$ cat src/rtl/core/uet_pkg.sv
// Package for the ultrasonic echo timer: field widths, register indexes,
// status codes and register reset values. No dependencies.
package uet_pkg;

    localparam int COUNT_WIDTH_DEF = 31;

    localparam int TIMEOUT_W  = 31;
    localparam int TRIGGER_W  = 10;
    localparam int MIN_W      = 16;
    localparam int WIDTH_W    = 31;
    localparam int STATUS_W   = 2;
    localparam int CFG_IDX_W  = 2;
    localparam int CFG_DATA_W = 31;

    localparam logic [CFG_IDX_W-1:0] CFG_TIMEOUT    = 2'd0;
    localparam logic [CFG_IDX_W-1:0] CFG_TRIGGER    = 2'd1;
    localparam logic [CFG_IDX_W-1:0] CFG_MIN_WIDTH  = 2'd2;
    localparam logic [CFG_IDX_W-1:0] CFG_IDLE_LEVEL = 2'd3;

    localparam logic [STATUS_W-1:0] ST_VALID   = 2'd0;
    localparam logic [STATUS_W-1:0] ST_SHORT   = 2'd1;
    localparam logic [STATUS_W-1:0] ST_TIMEOUT = 2'd2;

    localparam logic [TIMEOUT_W-1:0] TIMEOUT_RST = 31'd30000;
    localparam logic [TRIGGER_W-1:0] TRIGGER_RST = 10'd50;
    localparam logic [MIN_W-1:0]     MIN_RST     = 16'd100;
    localparam logic                 IDLE_RST    = 1'b1;

    localparam logic [WIDTH_W-1:0] WIDTH_MAX = 31'h7FFF_FFFF;

endpackage

$ cat src/rtl/core/uet_if.sv
// Channel interfaces of the ultrasonic echo timer: tick input, result output
// and configuration write. Depends on uet_pkg.
interface uet_in_if;
    logic valid;
    logic ready;
    logic start_req;
    logic echo_level;

    modport source (output valid, output start_req, output echo_level, input ready);
    modport sink (input valid, input start_req, input echo_level, output ready);
endinterface

interface uet_out_if;
    logic                          valid;
    logic                          ready;
    logic                          trigger_out;
    logic                          busy_res;
    logic                          done_res;
    logic [uet_pkg::STATUS_W-1:0]  status;
    logic [uet_pkg::WIDTH_W-1:0]   width;

    modport source (output valid, output trigger_out, output busy_res, output done_res,
                    output status, output width, input ready);
    modport sink (input valid, input trigger_out, input busy_res, input done_res,
                  input status, input width, output ready);
endinterface

interface uet_cfg_if;
    logic                           valid;
    logic                           ready;
    logic [uet_pkg::CFG_IDX_W-1:0]  index;
    logic [uet_pkg::CFG_DATA_W-1:0] data;

    modport source (output valid, output index, output data, input ready);
    modport sink (input valid, input index, input data, output ready);
endinterface

$ cat src/rtl/core/ultrasonic_echo_timer_unit.sv
// Top level of the ultrasonic echo timer: measurement sequencer and result
// register. Depends on uet_pkg and the channel interfaces in uet_if.
//
// Usage:
//   req : one transaction per microsecond tick, carrying start_req and the
//         sampled echo_level.
//   res : one transaction per tick: trigger level, busy, done, status and
//         echo width (or elapsed ticks on timeout) after that tick.
//   cfg : register writes (timeout, trigger length, minimum width, trigger
//         idle level); always ready, write only while idle.
// Timing: a tick's result is registered onto res in the cycle after its req
//   transaction. Throughput: one tick per cycle unless res stalls, set by
//   the counter step and compares between the state and result registers.
// Reset: registers take their default values, the sequencer returns to idle
//   and the result register is emptied.
// Stall: while res is stalled and the result register is full, req is not
//   ready; the held result stays unchanged until taken.
module ultrasonic_echo_timer_unit #(
    parameter int COUNT_WIDTH = uet_pkg::COUNT_WIDTH_DEF
) (
    input  logic          clk,
    input  logic          rst_n,
    uet_cfg_if.sink       cfg,
    uet_in_if.sink        req,
    uet_out_if.source     res
);

    localparam int CMP_W = 33;
    localparam logic [COUNT_WIDTH-1:0] COUNT_MAX = {COUNT_WIDTH{1'b1}};

    localparam logic [1:0] PH_IDLE      = 2'd0;
    localparam logic [1:0] PH_TRIGGER   = 2'd1;
    localparam logic [1:0] PH_WAIT_RISE = 2'd2;
    localparam logic [1:0] PH_WAIT_FALL = 2'd3;

    logic [uet_pkg::TIMEOUT_W-1:0] timeout_reg;
    logic [uet_pkg::TRIGGER_W-1:0] trigger_reg;
    logic [uet_pkg::MIN_W-1:0]     min_reg;
    logic                          idle_level_reg;

    logic [1:0]                    phase_reg, phase_next;
    logic [COUNT_WIDTH-1:0]        elapsed_reg, elapsed_next;
    logic [uet_pkg::TRIGGER_W-1:0] pulse_reg, pulse_next;
    logic                          echo_prev_reg;

    logic                          out_valid_reg;
    logic                          trig_reg, trig_next;
    logic                          busy_reg, busy_next;
    logic                          done_reg, done_next;
    logic [uet_pkg::STATUS_W-1:0]  status_reg, status_next;
    logic [uet_pkg::WIDTH_W-1:0]   width_reg, width_next;

    logic                          accept;
    logic                          rise, fall;
    logic [COUNT_WIDTH-1:0]        elapsed_inc;
    logic                          over_timeout;
    logic [uet_pkg::WIDTH_W-1:0]   width_sat;

    assign cfg.ready = 1'b1;
    assign req.ready = !out_valid_reg || res.ready;
    assign accept    = req.valid && req.ready;

    assign rise = req.echo_level && !echo_prev_reg;
    assign fall = !req.echo_level && echo_prev_reg;

    assign elapsed_inc  = (elapsed_reg != COUNT_MAX) ? elapsed_reg + COUNT_WIDTH'(1)
                                                     : elapsed_reg;
    assign over_timeout = CMP_W'(elapsed_inc) > CMP_W'(timeout_reg);
    assign width_sat    = (CMP_W'(elapsed_inc) > CMP_W'(uet_pkg::WIDTH_MAX))
                          ? uet_pkg::WIDTH_MAX
                          : uet_pkg::WIDTH_W'(CMP_W'(elapsed_inc));

    always_comb
    begin
        phase_next   = phase_reg;
        elapsed_next = elapsed_reg;
        pulse_next   = pulse_reg;
        trig_next    = idle_level_reg;
        done_next    = 1'b0;
        status_next  = uet_pkg::ST_VALID;
        width_next   = '0;
        if (phase_reg == PH_IDLE)
        begin
            if (req.start_req)
            begin
                phase_next   = PH_TRIGGER;
                elapsed_next = '0;
                pulse_next   = uet_pkg::TRIGGER_W'(1);
                trig_next    = !idle_level_reg;
            end
        end
        else
        begin
            elapsed_next = elapsed_inc;
            if (phase_reg == PH_TRIGGER)
            begin
                if (pulse_reg < trigger_reg)
                begin
                    pulse_next = pulse_reg + uet_pkg::TRIGGER_W'(1);
                    trig_next  = !idle_level_reg;
                end
                else
                begin
                    phase_next = PH_WAIT_RISE;
                end
            end
            case (phase_next)
                PH_WAIT_RISE:
                begin
                    if (rise)
                    begin
                        elapsed_next = '0;
                        phase_next   = PH_WAIT_FALL;
                    end
                    else if (over_timeout)
                    begin
                        done_next   = 1'b1;
                        status_next = uet_pkg::ST_TIMEOUT;
                        width_next  = width_sat;
                        phase_next  = PH_IDLE;
                    end
                end
                PH_WAIT_FALL:
                begin
                    if (fall)
                    begin
                        done_next   = 1'b1;
                        width_next  = width_sat;
                        status_next = (CMP_W'(elapsed_inc) < CMP_W'(min_reg))
                                      ? uet_pkg::ST_SHORT : uet_pkg::ST_VALID;
                        phase_next  = PH_IDLE;
                    end
                    else if (over_timeout)
                    begin
                        done_next   = 1'b1;
                        status_next = uet_pkg::ST_TIMEOUT;
                        width_next  = width_sat;
                        phase_next  = PH_IDLE;
                    end
                end
                default:
                begin
                end
            endcase
        end
        busy_next = (phase_next != PH_IDLE);
    end

    always_ff @(posedge clk or negedge rst_n)
    begin
        if (!rst_n)
        begin
            timeout_reg    <= uet_pkg::TIMEOUT_RST;
            trigger_reg    <= uet_pkg::TRIGGER_RST;
            min_reg        <= uet_pkg::MIN_RST;
            idle_level_reg <= uet_pkg::IDLE_RST;
        end
        else if (cfg.valid)
        begin
            case (cfg.index)
                uet_pkg::CFG_TIMEOUT:    timeout_reg    <= cfg.data[uet_pkg::TIMEOUT_W-1:0];
                uet_pkg::CFG_TRIGGER:    trigger_reg    <= cfg.data[uet_pkg::TRIGGER_W-1:0];
                uet_pkg::CFG_MIN_WIDTH:  min_reg        <= cfg.data[uet_pkg::MIN_W-1:0];
                uet_pkg::CFG_IDLE_LEVEL: idle_level_reg <= cfg.data[0];
                default:
                begin
                end
            endcase
        end
    end

    always_ff @(posedge clk or negedge rst_n)
    begin
        if (!rst_n)
        begin
            phase_reg     <= PH_IDLE;
            elapsed_reg   <= '0;
            pulse_reg     <= '0;
            echo_prev_reg <= 1'b0;
            out_valid_reg <= 1'b0;
        end
        else
        begin
            if (accept)
            begin
                phase_reg     <= phase_next;
                elapsed_reg   <= elapsed_next;
                pulse_reg     <= pulse_next;
                echo_prev_reg <= req.echo_level;
                out_valid_reg <= 1'b1;
            end
            else if (res.ready)
            begin
                out_valid_reg <= 1'b0;
            end
        end
    end

    always_ff @(posedge clk)
    begin
        if (accept)
        begin
            trig_reg   <= trig_next;
            busy_reg   <= busy_next;
            done_reg   <= done_next;
            status_reg <= status_next;
            width_reg  <= width_next;
        end
    end

    assign res.valid       = out_valid_reg;
    assign res.trigger_out = trig_reg;
    assign res.busy_res    = busy_reg;
    assign res.done_res    = done_reg;
    assign res.status      = status_reg;
    assign res.width       = width_reg;

endmodule
$ cat src/flat_wrapper.sv
// flat-port wrapper written by rule: the top's interface ports become plain ports
module ultrasonic_echo_timer_unit_flat 
#(
    parameter int COUNT_WIDTH = uet_pkg::COUNT_WIDTH_DEF
)
  (clk, rst_n, cfg_valid, cfg_index, cfg_data, cfg_ready, req_valid, req_start_req, req_echo_level, req_ready, res_valid, res_trigger_out, res_busy_res, res_done_res, res_status, res_width, res_ready);
  uet_cfg_if cfg_i ();
  uet_in_if req_i ();
  uet_out_if res_i ();
  input  logic clk;
  input  logic rst_n;
  input wire logic [$bits(cfg_i.valid)-1:0] cfg_valid;
  input wire logic [$bits(cfg_i.index)-1:0] cfg_index;
  input wire logic [$bits(cfg_i.data)-1:0] cfg_data;
  output wire logic [$bits(cfg_i.ready)-1:0] cfg_ready;
  input wire logic [$bits(req_i.valid)-1:0] req_valid;
  input wire logic [$bits(req_i.start_req)-1:0] req_start_req;
  input wire logic [$bits(req_i.echo_level)-1:0] req_echo_level;
  output wire logic [$bits(req_i.ready)-1:0] req_ready;
  output wire logic [$bits(res_i.valid)-1:0] res_valid;
  output wire logic [$bits(res_i.trigger_out)-1:0] res_trigger_out;
  output wire logic [$bits(res_i.busy_res)-1:0] res_busy_res;
  output wire logic [$bits(res_i.done_res)-1:0] res_done_res;
  output wire logic [$bits(res_i.status)-1:0] res_status;
  output wire logic [$bits(res_i.width)-1:0] res_width;
  input wire logic [$bits(res_i.ready)-1:0] res_ready;
  assign cfg_i.valid = cfg_valid;
  assign cfg_i.index = cfg_index;
  assign cfg_i.data = cfg_data;
  assign cfg_ready = cfg_i.ready;
  assign req_i.valid = req_valid;
  assign req_i.start_req = req_start_req;
  assign req_i.echo_level = req_echo_level;
  assign req_ready = req_i.ready;
  assign res_valid = res_i.valid;
  assign res_trigger_out = res_i.trigger_out;
  assign res_busy_res = res_i.busy_res;
  assign res_done_res = res_i.done_res;
  assign res_status = res_i.status;
  assign res_width = res_i.width;
  assign res_i.ready = res_ready;
  ultrasonic_echo_timer_unit #(.COUNT_WIDTH(COUNT_WIDTH)) u_core (.clk(clk), .rst_n(rst_n), .cfg(cfg_i), .req(req_i), .res(res_i));
endmodule
$ cat config.mk
export PLATFORM = sky130hd
export DESIGN_NAME = ultrasonic_echo_timer_unit_flat
export DESIGN_NICKNAME = d
export VERILOG_FILES = /design/src/rtl/core/uet_pkg.sv /design/src/rtl/core/uet_if.sv /design/src/rtl/core/ultrasonic_echo_timer_unit.sv /design/src/flat_wrapper.sv
export SDC_FILE = /design/constraint.sdc
export NUM_CORES = 1
export LEC_CHECK = 0
export BUFFER_PORTS_ARGS = -buffer_cell sky130_fd_sc_hd__buf_2
export CAP_MARGIN = 15
export CORE_MARGIN = 1.5
export CORE_UTILIZATION = 56
export DETAILED_ROUTE_END_ITERATION = 10
export PLACE_DENSITY = 0.76
export SYNTH_ARGS = -nofsm -noshare
export SYNTH_HDL_FRONTEND = slang
export SYNTH_SLANG_ARGS = --single-unit
$ cat constraint.sdc
create_clock -name clk -period 7.3 [get_ports clk]
set_clock_uncertainty 0.1 [all_clocks]
set_input_delay 0.73 -clock clk [delete_from_list [all_inputs] [get_ports clk]]
set_output_delay 0.73 -clock clk [all_outputs]
set_load 0.02 [all_outputs]
# After elaboration in Yosys (flattened, before gate mapping)
# Index checks and enable logic that the tools add are counted.
dict set report op_classes {
  eq_ne 8
  magnitude_cmp 3
  multipliers 0
  div_mod_pow 0
  bitwise 0
  add_sub_neg 2
  reduce_logical 20
  n_shift 0
  n_mux 37
}
# operator count
set ops {}
lappend ops {{two-way mux 31 bit} 8}
lappend ops {{one-hot mux 31 bit (2 select lines)} 1}
lappend ops {{two-way mux 10 bit} 4}
lappend ops {{adder 31 x 1 -> 31 bit, second input constant} 1}
lappend ops {{greater-than comparator 31 bit} 1}
lappend ops {{less-than comparator 31 x 16 -> 1 bit} 1}
lappend ops {{!= test 31 bit, second input constant} 1}
lappend ops {{two-way mux 2 bit} 11}
lappend ops {{adder 10 x 1 -> 10 bit, second input constant} 1}
lappend ops {{less-than comparator 10 bit} 1}
lappend ops {{two-way mux 1 bit} 10}
lappend ops {{AND reduction 2 bit} 5}
lappend ops {{== test 2 bit, second input constant} 4}
lappend ops {{one-hot mux 2 bit (2 select lines)} 2}
lappend ops {{nonzero test 2 bit} 4}
lappend ops {{== test 2 x 1 -> 1 bit, second input constant} 2}
lappend ops {{logical NOT 1 bit} 4}
lappend ops {{logical NOT 2 bit} 2}
lappend ops {{AND reduction 4 bit} 1}
lappend ops {{logical AND 1 bit} 3}
lappend ops {{!= test 2 bit, second input constant} 1}
lappend ops {{one-hot mux 1 bit (2 select lines)} 1}
lappend ops {{logical OR 1 bit} 1}
dict set report word_totals {
  word_cells 84
  latch_bits 0
  ramBits 0
  rom_bits 0
  n_memories 0
  in_bits 40
  ff_bits 139
}

# Longest topological paths before layout
# Gate-level depths: netlist of the first run.
dict set report depth {
  depth_word 9
  depth_mapped 19
  mapped_depth_nobuf 16
}

# Least setup slack after synthesis of the first run
# Ideal clock, no wire load.
dict set report synth_timing {
  path_type {flip-flop to flip-flop}
  startpoint {register u_core.elapsed_reg[24]}
  endpoint {register u_core.width_reg, in the netlist u_core.res.width[13] (data pin)}
  setup_slack_ns 2.899
  arrival_ns 4.047
  path_stages_with_launch 19
  setup_time_ns 0.255
  t_required_ns 6.945
  cell_sequence {dfrtp_1 buf_4 and4_1 buf_2 and4_1 nand2_1 o311ai_1 nor3_1 or2_2 ha_1 nand2_1 o21ai_0 o311a_1 nor4b_1 or3_1 buf_2 a2bb2oi_2 clkbuf_1 o21ba_1}
}
dict set report synth_between {
  elab_chain_len 6
}
# item line
set synth_lines {}
lappend synth_lines {{start, declared} ultrasonic_echo_timer_unit.sv:42} ;# logic [COUNT_WIDTH-1:0] elapsed_reg, elapsed_next;
lappend synth_lines {{start signal, assigned} ultrasonic_echo_timer_unit.sv:187} ;# elapsed_reg <= elapsed_next;
lappend synth_lines {{adder 31 x 1 -> 31 bit / != test 31 bit (equally long branches)} ultrasonic_echo_timer_unit.sv:66} ;# assign elapsed_inc = (elapsed_reg != COUNT_MAX) ? elapsed_reg + COUNT_WIDTH'(1)
lappend synth_lines {{two-way mux 31 bit *} ultrasonic_echo_timer_unit.sv:66}
lappend synth_lines {{greater-than comparator 31 bit} ultrasonic_echo_timer_unit.sv:68} ;# assign over_timeout = CMP_W'(elapsed_inc) > CMP_W'(timeout_reg);
lappend synth_lines {{two-way mux 31 bit} {ultrasonic_echo_timer_unit.sv:115, ultrasonic_echo_timer_unit.sv:133}}
lappend synth_lines {{two-way mux 31 bit (on tied branches)} {ultrasonic_echo_timer_unit.sv:125, ultrasonic_echo_timer_unit.sv:110}}
lappend synth_lines {{one-hot mux 31 bit (2 select lines) *} ultrasonic_echo_timer_unit.sv:107} ;# case (phase_next)
lappend synth_lines {{end signal, assigned} ultrasonic_echo_timer_unit.sv:207} ;# width_reg <= width_next;
lappend synth_lines {{end, declared} ultrasonic_echo_timer_unit.sv:51} ;# logic [uet_pkg::WIDTH_W-1:0] width_reg, width_next;
# Every way passes the cells marked *; elsewhere a longest branch is shown, timed or not.
# A chain may end at the register's enable or synchronous reset.

# Final worst setup path of the first run
# Ends and elaborated chain as after synthesis.

==> results of run 1 <==
[synth_stat cells (12+ instances only)]
cell | count | area, µm²
a21oi_1 | 27 | 135
and3_1 | 12 | 75.1
clkbuf_1 | 22 | 82.6
dfrtp_1 | 89 | 2230
dfstp_2 | 14 | 368
edfxtp_1 | 36 | 1080
ha_1 | 57 | 713
inv_1 | 92 | 345
mux2_2 | 28 | 315
nand2_1 | 80 | 300
nand3_1 | 30 | 150
nand4_1 | 18 | 113
nor2_1 | 66 | 248
nor3_1 | 14 | 70.1
o21a_1 | 12 | 90.1
o21ai_0 | 77 | 385
xnor2_1 | 23 | 201
[cell type report]
class / count / share of cell area [%]
inverter: 94 / 3.93
tap: 180 / 2.51
multi-input combinational: 555 / 41.4
timing repair buffer: 82 / 4.74
sequential: 139 / 41.0
clock inverter: 4 / 0.237
clock buffer: 28 / 6.25
[worst min-delay path by stage]
stage / start / end / slack (ps) / cells after the start
2_1_floorplan: rst_n / u_core.echo_prev_reg / 330 / 0
6_report: rst_n / u_core.elapsed_reg[20] / 110 / 1
3_5_place_dp: u_core.min_reg[9] / u_core.min_reg[9] / 390 / 1
4_1_cts: rst_n / u_core.elapsed_reg[25] / 110 / 1
5_1_grt: rst_n / u_core.elapsed_reg[19] / 120 / 1
3_3_place_gp: u_core.min_reg[12] / u_core.min_reg[12] / 390 / 1
[kinds of logic after synthesis]
kind of cell | Yosys count
buffers and inverters | 124
flip-flops | 139
multiplexers | 31
adder cells (fa/ha/maj) | 57
AO/OA/AOI/OAI | 165
XOR/XNOR | 31
other | 1
AND/OR/NAND/NOR | 270
[power breakdown]
group	switching (µW)	internal, µW	leakage, µW
Sequential	110	930	0.00164
Combinational	403	255	0.00230
Clock	313	521	0.000290
Total	825	1710	0.00423
[layer usage]
layer	part of all wire, %	up-vias	track usage [%]	wire length, µm
met2	46	220	40.3	8340
li1	-	3005	-	-
met1	45	2947	37.2	8230
met5	0	-	0	0
met4	1.6	0	8.38	297
met3	7.0	25	6.25	1270
[metrics by stage]
| stage | hold WS, ps | cell area (µm²) | util [%] |
|---|---|---|---|
| finish | 115 | 8970 | 65.2 |
| CTS | 114 | 8970 | 65.2 |
| global placement | 388 | 8390 | 60.9 |
| floorplan | 334 | 7860 | - |
| detailed placement | 393 | 8390 | 60.9 |
| global route | 123 | 8970 | 65.2 |
==> reports/qor.yml, run 1 <==
rrSetupSlack_ps: 2130
synthCells: 818
critPathRequiredTime_ps: 7380
setup_tns_ps: 0
synthMuxAreaShare_pct: 4.39
synth_compound_area_share_pct: 12.9
drt_pass1_iterations: 8
vias: 6197
postCtsSetupRepairBufs: 0
layout_commonest_cell: "inv_1"
cts_tree: "yes"
rsz0062_at_grt: "no"
cts_resized: 0
worst_pin_slew_ps: 1000
coreArea_um2: 13800
regToRegEndpoint: "u_core.res.width[13]"
wirelength_mm: 18.1
drc_errors: 0
nets: 986
start_util_pct: 57.1
syn_area_um2: 7860
min-delay-path-class: "in2async"
die_area_um2: 14800
first_global_vias: 5808
gp_congestion: 0.899
grt_pass1_wl_mm: 29.5
io_pins: 79
final_cell_mix: "inv_1, dfrtp_1, nand2_1"
cts_root_buf: "clkbuf_16"
startpoint: "u_core.elapsed_reg[24]"
path_delay_family: "simple AND/OR/NAND/NOR gates"
synth_seq_cells: 139
critPathBufInv: 1
synth_warnings: 0
grtUsageTotal_pct: 26.4
cts_max_level: 4
nFillCells: 1137
finalCriticalPeriod_ps: 5170
synth_top_family_by_area: "simple AND/OR/NAND/NOR gates"
drive_gt1_share_pct: 19.0
finalMaxSlewViolations: 0
ys_types: 71
p_total_uw: 2530
grt_max_degree: 80
maxCapViolations: 0
max_stage_delay_ps: 720
instances_no_fill: 1082
grt_overflow_total: 0
multi_input_area_um2: 3710
antenna_found_initial: 0
die_y_um: 121
antenna-diode-count: 0
portBuffers: 77
rows: 43
critPathCapture: "u_core.res.width[13]"
final_antenna_net_count: 0
synthSimpleGateAreaFrac_pct: 17.1
final.period_utilization_pct: 70.8
crit_fanout: 32
synth_ff_type: "dfrtp_1"
cp_data_arrival_time_ps: 5240
viasPerCell: 5.73
cts_sinks: 139
clockBufferDepth: 2
avgSynthCellArea_um2: 9.61
clk_latency_ps: 420
synth_nets: 915
dpl.cell_count: 1050
ys_seq_area_share_pct: 46.8
worstSetupPathType: "reg2reg"
synth_adder_area_share_pct: 9.07
cts_buffers: 17
p_leak_uw: 0.00423
cp_slowest_cell: "o311ai_1"
drtIter0Drc: 510
finalWorstSetupSlack_ps: 2130
outcome: "complete, no violations"
peakVddDrop_uv: 186
cp-start-kind: "flop"
critical_path_depth: 15
reg2reg_depth: 15
die_width_um: 121
regArea_um2: 3680
holdBufCountCts: 0
hold_viol_final: 0
cts.clk_slew.worst_paths_ps: 60
slew_headroom_pct: 33.1
synthArstFlopShare_pct: 74.1
synth-edff-count: 36
setup-violations-final: 0
wire_per_inst_um: 16.8
synthXorXnorAreaFrac_pct: 3.55
critical_path.cell_chain: "and4_1, and4_1, nand2_1, o311ai_1, nor3_1, or2_2, ha_1, nand2_1, o21ai_0, o311a_1, nor4b_1, or3_1, a2bb2oi_2, buf_4, o21ba_1"
fmax_mhz: 194
dpl_worst_slack_ps: 2250
reg2reg_from: "u_core.elapsed_reg[24]"
area_growth_pct: 14.2
dp_hpwl_mm: 13.1
endpoint_kind: "flop"
cellPowerDensity_nw_per_um2: 282
Power figures use the tool's default switching activity.
==> run 2: changes to the inputs <==
Settings changed: ABC_AREA from default to 1, CORE_UTILIZATION 56 to 55, PLACE_DENSITY 0.76 to 0.78.
Clock period 7.3 ns to 4.6 ns, I/O delays scaled along.
==> run 2 against run 1 <==
Effect of this change: fmax up 23%; global-route usage up 3.5 points; clock power up 83%; largest power group unchanged; first-iteration DRC count up 90%; wire length up 29%; count of clock-buffer cells in the layout down 7; combinational power up 79%; critical endpoint is now u_core.res.status[1]; worst hold slack worse by 77 ps; highest routed layer unchanged; cell area up 8.5%.
==> reports/qor.yml, run 2 <==
clk_latency_ps: 430
cts_buffers: 17
cts_max_level: 4
vias: 7759
critPathBufInv: 3
cts_resized: 0
cp_common_cell: "nand2_1"
gp_congestion: 0.945
synth_commonest_cells: "nand2_1, inv_1, dfrtp_1"
synth_nets: 1192
max_stage_delay_ps: 430
clockPowerShare_pct: 35.5
grtUsageTotal_pct: 29.9
endpoint_kind: "flop"
cts_root_buf: "clkbuf_16"
cp-start-kind: "flop"
finalWorstSetupSlack_ps: 415
critPathRequiredTime_ps: 4740
grt_overflow_total: 0
topRoutingLayerUsed: "met4"
regToRegEndpoint: "u_core.res.status[1]"
min-delay-path-class: "in2async"
cp_data_arrival_time_ps: 4330
reg2reg_depth: 22
drtIter0Drc: 968
synth_top_cell_area_share_pct: 26.1
final_cell_mix: "nand2_1, inv_1, dfrtp_1"
viasPerCell: 5.69
maxCapViolations: 0
cts_tree: "yes"
pwr-share-seq_pct: 37.1
wl_met1_mm: 10.5
cts_sinks: 139
dp_hpwl_mm: 16.9
nets: 1260
p_leak_uw: 0.00486
die_area_um2: 16300
drt_pass1_iterations: 5
final_antenna_net_count: 0
rrSetupSlack_ps: 410
yosysTopAreaCell: "dfrtp_1"
postCtsSetupRepairBufs: 0
area_growth_pct: 13.9
grt_pass1_wl_mm: 37.2
ys_types: 44
holdBufCountCts: 0
layout_commonest_cell: "nand2_1"
finalMaxSlewViolations: 0
avgSynthCellArea_um2: 7.81
setup-violations-final: 0
synthCells: 1095
portBuffers: 77
setup_tns_ps: 0
wl_met2_mm: 10.3
rsz0062_at_grt: "no"
slew_headroom_pct: 26.9
finalCriticalPeriod_ps: 4190
nFillCells: 1313
drc_errors: 0
clockBufferDepth: 2
start_util_pct: 56.2
worstSetupPathType: "reg2reg"
path_delay_family: "simple AND/OR/NAND/NOR gates"
dpl_worst_slack_ps: 547
dr_wl_met3_mm: 2.02
die_y_um: 128
peakVddDrop_uv: 404
yosysMostFrequentCell: "nand2_1"
switchingPower_uw: 1520
worst_pin_slew_ps: 1090
hold_viol_final: 0
synthArstFlopShare_pct: 74.1
wire_per_inst_um: 17.1
critical_path.cell_chain: "ha_1, nand2_2, nor2_4, nand2_4, nor2_8, nand2_4, inv_4, a21oi_1, inv_1, ha_1, nand2_1, nor2_1, nand2_1, o211ai_1, nand2_1, nand2_1, nand2_1, nand2_1, nand2_2, inv_2, nand3_1, o31ai_1"
reg2reg_from: "u_core.elapsed_reg[0]"
synth_warnings: 0
cellPowerDensity_nw_per_um2: 443
die_width_um: 128
antenna-diode-count: 0
ys_top_cells_by_area: "dfrtp_1, edfxtp_1, nand2_1"
internal_power_uw: 2800
ys_seq_area_share_pct: 43.0
syn_area_um2: 8550
startpoint: "u_core.elapsed_reg[0]"
critical_path_depth: 22
cp_slowest_cell: "dfrtp_1"
antenna_found_initial: 0
drive_gt1_share_pct: 16.8
synth_ff_type: "dfrtp_1"
synth_seq_cells: 139
final.period_utilization_pct: 91.0
coreArea_um2: 15200
comb_power_share_pct: 27.4
crit_fanout: 32
wirelength_mm: 23.3
grt_max_degree: 67
cts.clk_slew.worst_paths_ps: 60
p_sw_share_pct: 35.1
critPathCapture: "u_core.res.status[1]"
io_pins: 79
fmax_mhz: 239
synth-edff-count: 36
rows: 45
outcome: "complete, no violations"
first_global_vias: 7189
## run 2: cell types whose count changed in the layout (fill, tap and decap cells not counted), sizes merged, moves of 13 or more
cell,previous run,this run
nand4,19,42
xor2,7,20
nand2,80,290
nor2,66,85
o22ai,2,27
xnor2,24,0
inv,94,175
a21oi,27,76
mux2,28,0
## run 2: routing by layer
metal,up-vias,track usage (%)
met3,39,7.22
met4,0,9.58
met5,-,0
li1,3709,-
met1,3652,43.5
met2,359,44.1
## run 2: cells by family after synthesis
kind of cell    share of synthesized area (%)
compound gates                           11.6
other cells                            0.0439
xor+xnor                                 2.05
buf+inv                                  9.66
flops                                    43.0
fa+ha+maj                                8.34
simple gates                             25.3
## run 2: worst register-to-register path: cells and delay by family (launching register included)
family / cells / cell delay [ps]
adder cells (fa/ha/maj): 2 / 590
flip-flops: 1 / 430
AO/OA/AOI/OAI: 3 / 610
buffers and inverters: 3 / 720
AND/OR/NAND/NOR: 14 / 1550
## run 2: worst min-delay path by stage
stage	start	endpoint	depth (start not counted)
floorplan	rst_n	u_core.echo_prev_reg	0
global placement	u_core.trigger_reg[2]	u_core.trigger_reg[2]	2
detailed placement	u_core.min_reg[13]	u_core.min_reg[13]	2
CTS	rst_n	u_core.elapsed_reg[9]	1
global route	rst_n	u_core.pulse_reg[3]	1
finish	rst_n	u_core.pulse_reg[3]	1
## run 2: through the flow
stage / cells / hold slack, ps / total power (µW) / util, % / cell area [µm²]
2_1_floorplan: 1095 / 64.4 / 2400 / - / 8550
3_3_place_gp: 1332 / 366 / 2730 / 59.7 / 9080
3_5_place_dp: 1332 / 373 / 2760 / 59.7 / 9080
4_1_cts: 1364 / 76.3 / 4310 / 64.1 / 9740
5_1_grt: 1364 / 118 / 4540 / 64.1 / 9740
6_report: 1364 / 37.4 / 4320 / 64.1 / 9740
## run 2: power groups by stage
stage                     clock network (µW)  registers (µW)  logic (µW)
after global placement                     0            1610        1120
after global routing                    1600            1620        1320
after detailed placement                   0            1610        1140
after CTS                               1540            1600        1170
final                                   1530            1600        1180
after floorplan                            0            1610         795
## run 2: final cells by class
type,instances,area [µm²],area share (%)
inverter,171,644,6.62
timing repair buffer,88,470,4.83
tap,188,235,2.41
clock inverter,11,176,1.81
multi-input combinational,746,4060,41.6
sequential,139,3680,37.7
clock buffer,21,483,4.96
==> run 3: changes to the inputs <==
Settings changed: RECOVER_POWER from default to 50.
==> run 3 against run 2 <==
Effect of this change: the flow now finishes with violations (capacitance limit, slew limit); global-route usage stayed put; first-iteration DRC count is 8.6% lower; non-clock buffer count stayed put; critical path type unchanged; critical endpoint unchanged.
==> reports/qor.yml, run 3 (same netlist as run 2, synthesis figures left out) <==
die_y_um: 128
drt_pass1_iterations: 6
io_pins: 79
viasPerCell: 5.70
grt_overflow_total: 0
clockBufferDepth: 2
finalCriticalPeriod_ps: 4210
nFillCells: 1331
cts_buffers: 17
coreArea_um2: 15200
first_global_vias: 7189
peakVddDrop_uv: 401
hold_viol_final: 0
nets: 1260
worst_pin_slew_ps: 3550
cts_root_buf: "clkbuf_16"
drive_gt1_share_pct: 14.2
finalMaxSlewViolations: 130
setup-violations-final: 0
final.period_utilization_pct: 91.5
cts_tree: "yes"
max_stage_delay_ps: 440
cts_sinks: 139
clk_latency_ps: 430
worstSetupPathType: "reg2reg"
layout_commonest_cell: "nand2_1"
dp_hpwl_mm: 16.9
min-delay-path-class: "in2reg"
antenna_found_initial: 0
vias: 7773
critPathRequiredTime_ps: 4740
outcome: "complete, but fails checks"
grtUsageTotal_pct: 29.9
rsz0062_at_grt: "no"
antenna-diode-count: 0
slew_headroom_pct: -137
grt_pass1_wl_mm: 37.2
drc_errors: 0
die_width_um: 128
cts.clk_slew.worst_paths_ps: 60
fmax_mhz: 238
die_area_um2: 16300
instances_no_fill: 1364
endpoint_kind: "flop"
p_leak_uw: 0.00477
setup_tns_ps: 0
start_util_pct: 56.2
portBuffers: 77
holdBufCountCts: 0
crit_fanout: 32
rows: 45
final_antenna_net_count: 0
grt_max_degree: 67
cp-start-kind: "flop"
path_delay_family: "simple AND/OR/NAND/NOR gates"
maxCapViolations: 2
critPathBufInv: 3
gp_congestion: 0.945
final_cell_mix: "nand2_1, inv_1, dfrtp_1"
area_growth_pct: 13.5
wirelength_mm: 23.2
dpl.cell_count: 1332
wire_per_inst_um: 17.0
cts_resized: 0
cts_max_level: 4
violations: "capacitance limit, slew limit"
finalWorstSetupSlack_ps: 391
cp_data_arrival_time_ps: 4350
postCtsSetupRepairBufs: 0
cp_slowest_cell: "dfrtp_1"
dpl_worst_slack_ps: 547
cellPowerDensity_nw_per_um2: 445
drtIter0Drc: 885
critical_path.cell_chain: "ha_1, nand2_2, nor2_4, nand2_4, nor2_8, nand2_4, inv_4, a21oi_1, inv_1, ha_1, nand2_1, nor2_1, nand2_1, o211ai_1, nand2_1, nand2_1, nand2_1, nand2_1, nand2_2, inv_2, nand3_1, o31ai_1"
cp_common_cell: "nand2_1"
## run 3: cell type report
| type | instances | area, µm² | area share (%) |
|---|---|---|---|
| Tap cell | 188 | 235 | 2.43 |
| Clock inverter | 11 | 176 | 1.82 |
| Clock buffer | 21 | 483 | 4.98 |
| Multi-Input combinational cell | 746 | 4050 | 41.8 |
| Timing Repair Buffer | 88 | 430 | 4.44 |
| Inverter | 171 | 644 | 6.64 |
| Sequential cell | 139 | 3680 | 37.9 |
## run 3: worst min-delay path: stages
cell     delay (ps)
buf_2           100
inv_1            50
o21ai_0          80
## run 3: report_power, final
| group | internal, µW | switching (µW) |
|---|---|---|
| clock | 980 | 552 |
| sequential | 1460 | 141 |
| combinational | 355 | 825 |
## run 3: through the flow
step	hold WS (ps)	total power (µW)	utilization, %	instance area [µm²]
floorplan	64.4	2400	-	8550
global placement	366	2730	59.7	9080
detailed placement	373	2760	59.7	9080
CTS	76.3	4310	64.1	9740
global route	179	4540	63.8	9700
finish	166	4310	63.8	9700
## run 3: routing by layer
layer	share of wire [%]	track usage, %
met1	45	43.5
met2	44	44.1
met3	8.9	7.22
met5	0	0
met4	2.5	9.58
## run 3: worst paths after layout
check	startpoint	endpoint	slack, ps	cells after the start
hold / removal	cfg_data[12]	u_core.timeout_reg[12]	170	3
hold reg to reg	u_core.trigger_reg[2]	u_core.trigger_reg[2]	390	2
setup reg to reg	u_core.elapsed_reg[0]	u_core.res.status[1]	390	22
max in group asynchronous	rst_n	u_core.elapsed_reg[6]	950	2
min in group asynchronous	rst_n	u_core.pulse_reg[4]	1140	1
setup / recovery	u_core.elapsed_reg[0]	u_core.res.status[1]	390	22
